<file path="src/design/tsf_pkg.sv">
// tsf_pkg: shared types and constants for the trapezoid span fill block
// no dependencies; imported by trapezoid_span_fill
`default_nettype none

package tsf_pkg;

	// screen geometry
	localparam int CFG_W    = 13;   // width of the screen size registers
	localparam int SPAN_W   = 12;   // width of the span x outputs
	localparam int SPAN_MAX = 4096; // widest span the outputs can express

	// item kinds on the input channel
	localparam logic OP_LOAD = 1'b0;
	localparam logic OP_ROW  = 1'b1;

	// register index, taken from paddr[2]
	localparam logic REG_WIDTH  = 1'b0;
	localparam logic REG_HEIGHT = 1'b1;

	// edge stepping sequencer
	typedef enum logic [2:0] {
		ST_IDLE,
		ST_LADD,
		ST_LSUB,
		ST_RADD,
		ST_RSUB
	} tsf_state_t;

endpackage

`default_nettype wire

</file>
<file path="src/design/trapezoid_span_fill.sv">
// trapezoid_span_fill: top level, scan converts a trapezoid into row spans
// depends on tsf_pkg for the widths, opcodes, sequencer states and register codes
`default_nettype none

// usage
//  input channel s_*: s_tuser is the kind, load a new trapezoid or emit the
//   next row; s_tdata carries the six row and edge coordinates
//  output channel m_*: one item per input item, m_tuser flags a drawable
//   span, m_tlast marks the trapezoid's last row
//  apb port: screen_width at 0x0, screen_height at 0x4, write only while idle
// timing
//  the result is registered and shows in the cycle after the input is taken
//  a load, a row item while idle and the final row need no edge stepping
//  other row items also step both edges on one shared error adder, left
//   then right; an edge already on its goal is skipped, else its error
//   takes the delta once and then the row span off once per unit x move;
//   shallow edges take longer, as they move further in x
// reset
//  no trapezoid is active, width 640, height 480, the output holds nothing
// stalls
//  a result waiting on m_tready holds the output register; the next item is
//  taken only once the register frees and edge stepping has ended

module trapezoid_span_fill
	import tsf_pkg::*;
#(
	parameter int COORD_WIDTH = 16
) (
	input  wire                         clk,
	input  wire                         arst_n,
	// input items
	input  wire                         s_tvalid,
	output logic                        s_tready,
	// row_bottom, row_top, left_at_bottom, left_at_top, right_at_bottom,
	// right_at_top, zero pad
	input  wire  [((6*COORD_WIDTH+7)/8)*8-1:0] s_tdata,
	input  wire                         s_tuser,  // opcode
	// result items
	output logic                        m_tvalid,
	input  wire                         m_tready,
	// row, span_first, span_last, busy_res, zero pad
	output logic [((COORD_WIDTH+25+7)/8)*8-1:0] m_tdata,
	output logic                        m_tuser,  // span_valid
	output logic                        m_tlast,  // final_row
	// configuration
	input  wire                         psel,
	input  wire                         penable,
	input  wire                         pwrite,
	input  wire  [2:0]                  paddr,
	input  wire  [31:0]                 pwdata,
	output logic [31:0]                 prdata,
	output logic                        pready
);

	localparam int CW    = COORD_WIDTH;
	localparam int DW    = CW + 1;                    // deltas and row span
	localparam int EW    = CW + 3;                    // error terms
	localparam int KW    = ((CW > CFG_W) ? CW : CFG_W) + 2; // clamp compares
	localparam int OUT_W = ((CW+25+7)/8)*8;
	localparam int OPAD  = OUT_W - (CW + 2*SPAN_W + 1);

	// configuration registers
	logic [CFG_W-1:0] width_q, height_q;
	logic             cfg_wr;

	assign cfg_wr = psel && penable && pwrite;
	assign pready = 1'b1;

	always_ff @(posedge clk or negedge arst_n) begin
		if (!arst_n) begin
			width_q  <= CFG_W'(640);
			height_q <= CFG_W'(480);
		end else if (cfg_wr) begin
			case (paddr[2])
				REG_WIDTH:  width_q  <= pwdata[CFG_W-1:0];
				REG_HEIGHT: height_q <= pwdata[CFG_W-1:0];
				default: ;
			endcase
		end
	end

	always_comb begin
		case (paddr[2])
			REG_WIDTH:  prdata = {{(32-CFG_W){1'b0}}, width_q};
			REG_HEIGHT: prdata = {{(32-CFG_W){1'b0}}, height_q};
			default:    prdata = '0;
		endcase
	end

	// trapezoid state
	tsf_state_t             state_q, state_d;
	logic                   active_q;
	logic signed [CW-1:0]   cur_row_q, last_row_q;
	logic signed [CW-1:0]   lx_q, lgoal_q, rx_q, rgoal_q;
	logic signed [EW-1:0]   lerr_q, rerr_q;
	logic        [DW-1:0]   ldelta_q, rdelta_q, rspan_q;
	logic                   ldir_q, rdir_q;

	// output register
	logic                   out_vld_q;
	logic [OUT_W-1:0]       out_data_q;
	logic                   out_user_q, out_last_q;

	logic s_acc;
	assign s_tready = (state_q == ST_IDLE) && (!out_vld_q || m_tready);
	assign s_acc    = s_tvalid && s_tready;
	assign m_tvalid = out_vld_q;
	assign m_tdata  = out_data_q;
	assign m_tuser  = out_user_q;
	assign m_tlast  = out_last_q;

	// load item decode
	logic signed [CW-1:0] yl, yu, xll, xul, xlr, xur;
	assign yl  = s_tdata[0*CW +: CW];
	assign yu  = s_tdata[1*CW +: CW];
	assign xll = s_tdata[2*CW +: CW];
	assign xul = s_tdata[3*CW +: CW];
	assign xlr = s_tdata[4*CW +: CW];
	assign xur = s_tdata[5*CW +: CW];

	logic signed [KW-1:0] height_k, width_k;
	logic signed [KW-1:0] yl_k;
	logic                 ld_ok;
	logic                 ld_ldir, ld_rdir;
	logic signed [DW-1:0] ldiff, rdiff;
	logic        [DW-1:0] ld_ldelta, ld_rdelta, ld_span;
	logic        [DW:0]   lhalf, rhalf;
	logic signed [EW-1:0] ld_lerr, ld_rerr;

	assign height_k = KW'(signed'({1'b0, height_q}));
	// wider screens clamp spans as if they were the widest span
	assign width_k  = (width_q > CFG_W'(SPAN_MAX)) ? KW'(SPAN_MAX)
	                                               : KW'(signed'({1'b0, width_q}));
	assign yl_k     = KW'(yl);

	// rejected when wholly below, wholly above or upside down
	assign ld_ok = !(yl_k >= height_k) && !yu[CW-1] && !(yu < yl);

	assign ld_ldir   = xll < xul;
	assign ld_rdir   = xur > xlr;
	assign ldiff     = DW'(xul) - DW'(xll);
	assign rdiff     = DW'(xur) - DW'(xlr);
	assign ld_ldelta = ld_ldir ? DW'(ldiff) : DW'(-ldiff);
	assign ld_rdelta = ld_rdir ? DW'(rdiff) : DW'(-rdiff);
	assign ld_span   = DW'(DW'(yu) - DW'(yl));
	// initial error is floor of -delta/2
	assign lhalf     = ({1'b0, ld_ldelta} + (DW+1)'(1)) >> 1;
	assign rhalf     = ({1'b0, ld_rdelta} + (DW+1)'(1)) >> 1;
	assign ld_lerr   = -signed'(EW'(lhalf));
	assign ld_rerr   = -signed'(EW'(rhalf));

	// span of the current row, clamped to the screen
	logic signed [KW-1:0] y_k, xs_k, xe_k, xec_k, xl_k;
	logic                 on_screen, row_vld, row_final;
	assign y_k       = KW'(cur_row_q);
	assign on_screen = !cur_row_q[CW-1] && (y_k < height_k);
	assign xs_k      = lx_q[CW-1] ? '0 : KW'(lx_q);
	assign xe_k      = KW'(rx_q) + KW'(1);
	assign xec_k     = (xe_k > width_k) ? width_k : xe_k;
	assign xl_k      = xec_k - KW'(1);
	assign row_vld   = on_screen && (xs_k < xec_k);
	assign row_final = cur_row_q == last_row_q;

	// shared error unit: adds the delta once, then takes off the row span
	// once per unit x move
	logic                 sel_right, add_phase;
	logic signed [EW-1:0] alu_a, alu_b, alu_sum;
	logic signed [CW-1:0] edge_x, edge_goal, edge_x_next;
	logic                 edge_dir, at_goal, err_pos;

	assign sel_right   = (state_q == ST_RADD) || (state_q == ST_RSUB);
	assign add_phase   = (state_q == ST_LADD) || (state_q == ST_RADD);
	assign alu_a       = sel_right ? rerr_q : lerr_q;
	assign alu_b       = add_phase ? EW'(sel_right ? rdelta_q : ldelta_q)
	                               : -EW'(rspan_q);
	assign alu_sum     = alu_a + alu_b;
	assign edge_x      = sel_right ? rx_q : lx_q;
	assign edge_goal   = sel_right ? rgoal_q : lgoal_q;
	assign edge_dir    = sel_right ? rdir_q : ldir_q;
	assign edge_x_next = edge_dir ? edge_x + CW'(1) : edge_x - CW'(1);
	assign at_goal     = edge_x == edge_goal;
	assign err_pos     = !alu_a[EW-1] && (alu_a != '0);

	// sequencer
	logic step_err, step_x;

	always_comb begin
		state_d  = state_q;
		step_err = 1'b0;
		step_x   = 1'b0;
		case (state_q)
			ST_IDLE: begin
				// the final row needs no stepping: a load resets every edge
				if (s_acc && (s_tuser == OP_ROW) && active_q && !row_final)
					state_d = ST_LADD;
			end
			ST_LADD, ST_RADD: begin
				if (at_goal) begin
					state_d = (state_q == ST_LADD) ? ST_RADD : ST_IDLE;
				end else begin
					step_err = 1'b1;
					state_d  = (state_q == ST_LADD) ? ST_LSUB : ST_RSUB;
				end
			end
			ST_LSUB, ST_RSUB: begin
				if (err_pos && !at_goal) begin
					step_err = 1'b1;
					step_x   = 1'b1;
				end else begin
					state_d = (state_q == ST_LSUB) ? ST_RADD : ST_IDLE;
				end
			end
			default: state_d = ST_IDLE;
		endcase
	end

	always_ff @(posedge clk or negedge arst_n) begin
		if (!arst_n)
			state_q <= ST_IDLE;
		else
			state_q <= state_d;
	end

	// trapezoid state registers
	always_ff @(posedge clk or negedge arst_n) begin
		if (!arst_n) begin
			active_q   <= 1'b0;
			cur_row_q  <= '0;
			last_row_q <= '0;
			lx_q       <= '0;
			lgoal_q    <= '0;
			rx_q       <= '0;
			rgoal_q    <= '0;
			lerr_q     <= '0;
			rerr_q     <= '0;
			ldelta_q   <= '0;
			rdelta_q   <= '0;
			rspan_q    <= '0;
			ldir_q     <= 1'b0;
			rdir_q     <= 1'b0;
		end else if (s_acc) begin
			if (s_tuser == OP_LOAD) begin
				active_q <= ld_ok;
				if (ld_ok) begin
					cur_row_q  <= yl;
					last_row_q <= yu;
					lx_q       <= xll;
					lgoal_q    <= xul;
					rx_q       <= xlr;
					rgoal_q    <= xur;
					lerr_q     <= ld_lerr;
					rerr_q     <= ld_rerr;
					ldelta_q   <= ld_ldelta;
					rdelta_q   <= ld_rdelta;
					rspan_q    <= ld_span;
					ldir_q     <= ld_ldir;
					rdir_q     <= ld_rdir;
				end
			end else if (active_q) begin
				if (row_final)
					active_q <= 1'b0;
				else
					cur_row_q <= cur_row_q + CW'(1);
			end
		end else begin
			if (step_err) begin
				if (sel_right)
					rerr_q <= alu_sum;
				else
					lerr_q <= alu_sum;
			end
			if (step_x) begin
				if (sel_right)
					rx_q <= edge_x_next;
				else
					lx_q <= edge_x_next;
			end
		end
	end

	// result register
	always_ff @(posedge clk or negedge arst_n) begin
		if (!arst_n)
			out_vld_q <= 1'b0;
		else if (s_acc)
			out_vld_q <= 1'b1;
		else if (m_tready)
			out_vld_q <= 1'b0;
	end

	always_ff @(posedge clk) begin
		if (s_acc) begin
			if (s_tuser == OP_LOAD) begin
				// a load reports only whether the trapezoid was taken
				out_data_q <= {{OPAD{1'b0}}, ld_ok, {(2*SPAN_W){1'b0}}, {CW{1'b0}}};
				out_user_q <= 1'b0;
				out_last_q <= 1'b0;
			end else if (!active_q) begin
				out_data_q <= '0;
				out_user_q <= 1'b0;
				out_last_q <= 1'b0;
			end else begin
				out_data_q <= {{OPAD{1'b0}}, !row_final,
				               row_vld ? xl_k[SPAN_W-1:0] : {SPAN_W{1'b0}},
				               row_vld ? xs_k[SPAN_W-1:0] : {SPAN_W{1'b0}},
				               cur_row_q};
				out_user_q <= row_vld;
				out_last_q <= row_final;
			end
		end
	end

`ifndef SYNTHESIS
	// stepping only runs for a trapezoid that still has rows
	a_step_active: assert property (@(posedge clk) disable iff (!arst_n)
		(state_q != ST_IDLE) |-> active_q)
		else $error("edge stepping without an active trapezoid");

	// no item is taken while the edges are being stepped
	a_no_take_busy: assert property (@(posedge clk) disable iff (!arst_n)
		(state_q != ST_IDLE) |-> !s_tready)
		else $error("input taken during edge stepping");

	// a drawable span never runs backwards
	a_span_order: assert property (@(posedge clk) disable iff (!arst_n)
		(out_vld_q && out_user_q) |->
		(out_data_q[CW +: SPAN_W] <= out_data_q[CW+SPAN_W +: SPAN_W]))
		else $error("span first beyond span last");

	// a row item while idle gives an all-zero result
	a_idle_row_zero: assert property (@(posedge clk) disable iff (!arst_n)
		(s_acc && (s_tuser == OP_ROW) && !active_q) |=>
		((out_data_q == '0) && !out_user_q && !out_last_q))
		else $error("row item while idle gave a nonzero result");

	// the left edge moves in x only while it has not reached its goal
	a_left_goal: assert property (@(posedge clk) disable iff (!arst_n)
		((state_q == ST_LSUB) && at_goal) |=> $stable(lx_q))
		else $error("left edge moved past its goal");
`endif

endmodule

`default_nettype wire
</file>
<file path="config.mk">
export PLATFORM = sky130hd
export DESIGN_NAME = trapezoid_span_fill
export DESIGN_NICKNAME = d
export VERILOG_FILES = /design/src/design/tsf_pkg.sv /design/src/design/trapezoid_span_fill.sv
export SDC_FILE = /design/constraint.sdc
export NUM_CORES = 1
export LEC_CHECK = 0
export BUFFER_PORTS_ARGS = -buffer_cell sky130_fd_sc_hd__buf_2
export CAP_MARGIN = 20
export CORE_UTILIZATION = 40
export CTS_CLUSTER_DIAMETER = 30
export DETAILED_ROUTE_END_ITERATION = 6
export GPL_ROUTABILITY_DRIVEN = 0
export HOLD_SLACK_MARGIN = 0.02
export PLACE_DENSITY = 0.63
export SYNTH_ARGS = -nofsm -noshare
export SYNTH_HDL_FRONTEND = slang
export SYNTH_SLANG_ARGS = --single-unit
export TNS_END_PERCENT = 5
</file>
<file path="constraint.sdc">
create_clock -name clk -period 7.4 [get_ports clk]
set_input_delay 0.74 -clock clk [delete_from_list [all_inputs] [get_ports clk]]
set_output_delay 0.74 -clock clk [all_outputs]
set_load 0.1 [all_outputs]
</file>
==> impl_metrics.py <==
metrics = {
    "run_status": {
        "status": "complete, no violations",
    },
    "die": {
        "initial_utilization": 0.406,
        "die_area_sq_um": 55700,
        "core-area_sq_um": 53900,
        "num_rows": 85,
        "die_height_um": 236,
        "io_pins": 224,
        "die_w_um": 236,
    },
    "routing": {
        "drc": 0,
        "avgViaCountPerCell": 5.67,
        "drt_iter0_markers": 1460,
        "drt-total-wl_um": 68900,
        "vias": 19900,
        "antenna_left": 0,
        "firstDrtPassIters": 6,
        "wire_per_inst_um": 19.6,
    },
    "synth": {
        "synth_area_leaders": "dfrtp_1 24%, ha_1 8.3%, nand2_1 6.4%, edfxtp_1 5.9%, mux2_2 5.3%",
        "synth_edf_count": 43,
        "synth.distinct_cells": 101,
        "synthFlopType": "dfrtp_1",
        "postSynthCellCount": 2603,
        "syn_area_sq_um": 21900,
        "ys_async_sr_fraction": 0.835,
        "synth_top_cell_by_area": "dfrtp_1",
        "yosys_warnings": 0,
        "ys_ff_latch": 261,
        "syn_area_per_cell_sq_um": 8.42,
        "synth_top_area_share": 0.242,
        "ys_seq_area_frac": 0.308,
    },
    "final_layout": {
        "multi_input_area_sq_um": 14100,
        "seqCellArea_sq_um": 6750,
        "drive_gt1_frac": 0.170,
        "fillers": 5115,
        "nNetsFinal": 3054,
        "area_growth_pct": 17.6,
    },
    "placement": {
        "post-dp-hpwl_um": 52700,
        "dp_slack_ns": 1.14,
        "port_buffers": 175,
    },
    "timing": {
        "fin_crit_ns": 5.89,
        "finClkSkew_ns": 0.0264,
        "rsz0062_at_grt": "no",
        "holdWs_ns": 0.100,
        "setup_viol": 0,
        "fmax_ghz": 0.170,
        "setup_tns_ns": 0,
        "tightest_slew_ns": 1.01,
        "final_hold_viol_count": 0,
        "maxSlewViolCount": 0,
        "timing.final.crit_share": 0.796,
        "finalWorstSetupSlack_ns": 1.51,
        "slew_headroom": 0.322,
    },
    "clock_network": {
        "clock_sinks": 261,
        "ctsRootBufferMaster": "clkbuf_16",
        "clkTransAtPathRegs_ns": 0.04,
        "post-cts-setup-buffers": 0,
        "clock_path_buffers": 3,
        "hold_buffers": 0,
        "post_cts_resized": 0,
        "cts_max_level": 3,
        "cts_tree": "done",
        "clk_latency_ns": 0.59,
        "cts_buffers": 69,
    },
    "global_routing": {
        "grt_use_total": 0.245,
        "grt.overflow.total": 0,
        "grt_pass1_wl_um": 108000,
        "grt_pass1_vias": 19500,
        "antenna_found_initial": 2,
        "grt_max_degree": 81,
    },
    "critical_path": {
        "path_class": "reg -> reg",
        "slowest_stage": "dfrtp_1",
        "crit_fanout": 24,
        "critPathLaunchType": "flip-flop",
        "path_buf_inv": 3,
        "end_kind": "flip-flop",
        "r2r_slack_ns": 1.51,
        "critPathRequiredTime_ns": 7.82,
        "crit_family": "compound AO/OA/AOI/OAI gates",
        "slowest_delay_ns": 0.49,
        "cp.arrival_ns": 6.31,
    },
    "power_and_ir_drop": {
        "leakagePower_nw": 11.7,
        "powerDensity_nw_per_um2": 517,
        "vdd_ir_drop_max_v": 0.000223,
        "p_total_mw": 13.3,
    },
    "flow_run": {
        "cap_violations": 0,
    },
    "worst_hold_path": {
        "hold_path_class": "in -> async",
    },
}
[flip-flops by register name (all words and copies together) (netlist names), 3 cells and up]
name	cells
cur_row_q	16
height_q	13
last_row_q	16
ldelta_q	17
lerr_q	19
lgoal_q	16
lx_q	16
m_tdata	41
rdelta_q	17
rerr_q	19
rgoal_q	16
rspan_q	17
rx_q	16
state_q	3
width_q	13
[cell families after synthesis]
logic type / Yosys count / synth area share
compound gates: 613 / 0.180
xor+xnor: 218 / 0.0891
fa+ha+maj: 150 / 0.0874
buf+inv: 280 / 0.0547
flops: 261 / 0.308
mux: 151 / 0.0750
other cells: 2 / 0.000343
simple gates: 928 / 0.205
[cells in the mapped netlist (all sizes together), types with 22 or more instances]
cell type,instances
nor3,81
a211oi,34
nor3b,25
buf,55
mux2i,46
nor2b,48
o31ai,22
nand2,372
o21ai,163
a21o,45
nand4,26
nand3,43
nor4,26
clkbuf,80
xnor2,122
inv,144
mux2,105
ha,145
nand2b,27
edfxtp,43
xor2,94
a21boi,22
a21oi,170
dfrtp,212
a31oi,33
and3,32
nor2,170
[layout by cell type (no fill, tap or decap), drive strengths merged, types with 27 or more instances in the layout]
master and instances:
nand2b 27, ha 145, buf 201, clkbuf 92
nand3 43, inv 146, a21oi 170, and3 32
mux2i 46, nor2 170, nor2b 48, dfrtp 212
nor3 81, nand2 372, edfxtp 43, xor2 94
xnor2 122, mux2 105, a31oi 33, a211oi 34
a21o 45, o21ai 163, conb 27
[power breakdown]
part / internal (mW) / switching [mW]
Sequential: 2.07 / 0.541
Clock: 2.12 / 0.934
Combinational: 2.93 / 4.72
Total: 7.12 / 6.19
[metrics by stage]
step	utilization	cells	area, sq um
2_1_floorplan	-	2628	22000
3_3_place_gp	0.433	3388	23300
3_5_place_dp	0.433	3388	23300
4_1_cts	0.477	3512	25700
5_1_grt	0.478	3514	25800
6_report	0.478	3515	25800
[layout make-up]
class | count | share of cell area
multi-input combinational | 2087 | 0.547
sequential | 261 | 0.262
clock buffer | 92 | 0.0755
timing repair buffer | 201 | 0.0430
tap | 696 | 0.0338
inverter | 145 | 0.0212
clock inverter | 32 | 0.0175
antenna | 1 | 0.0000971
[metal layers]
| metal | up-vias | part of all wire | wire length (um) | GRT usage |
|---|---|---|---|---|
| li1 | 9537 | - | - | - |
| met1 | 9463 | 0.44 | 30600 | 0.330 |
| met2 | 769 | 0.44 | 30600 | 0.390 |
| met3 | 158 | 0.070 | 4810 | 0.0394 |
| met4 | 2 | 0.041 | 2810 | 0.100 |
| met5 | - | 0.00019 | 13 | 0 |
[worst register-to-register path: cells and delay by family, from the launching register on]
family	cells	cell delay, ns
flops	1	0.49
buf+inv	3	0.57
simple gates	8	1.04
compound gates	13	2.12
mux	1	0.37
xor+xnor	1	0.28
fa+ha+maj	3	0.88
[path summary, 6_finish.rpt]
path                       depth (start not counted)                      from                    endpoint
max                                               29       rx_q[0]$_DFFE_PN0P_   m_tdata[25]$_SDFFCE_PN0P_
min in group clk                                   3               s_tdata[27]  last_row_q[11]$_DFFE_PN0P_
min reg2reg                                        2  ldelta_q[10]$_DFFE_PN0P_    ldelta_q[10]$_DFFE_PN0P_
max in group asynchronous                          2                    arst_n    rdelta_q[14]$_DFFE_PN0P_
min                                                1                    arst_n     height_q[4]$_DFFE_PN0P_
max reg2reg                                       29       rx_q[0]$_DFFE_PN0P_   m_tdata[25]$_SDFFCE_PN0P_
(Power assumes the default switching activity.)
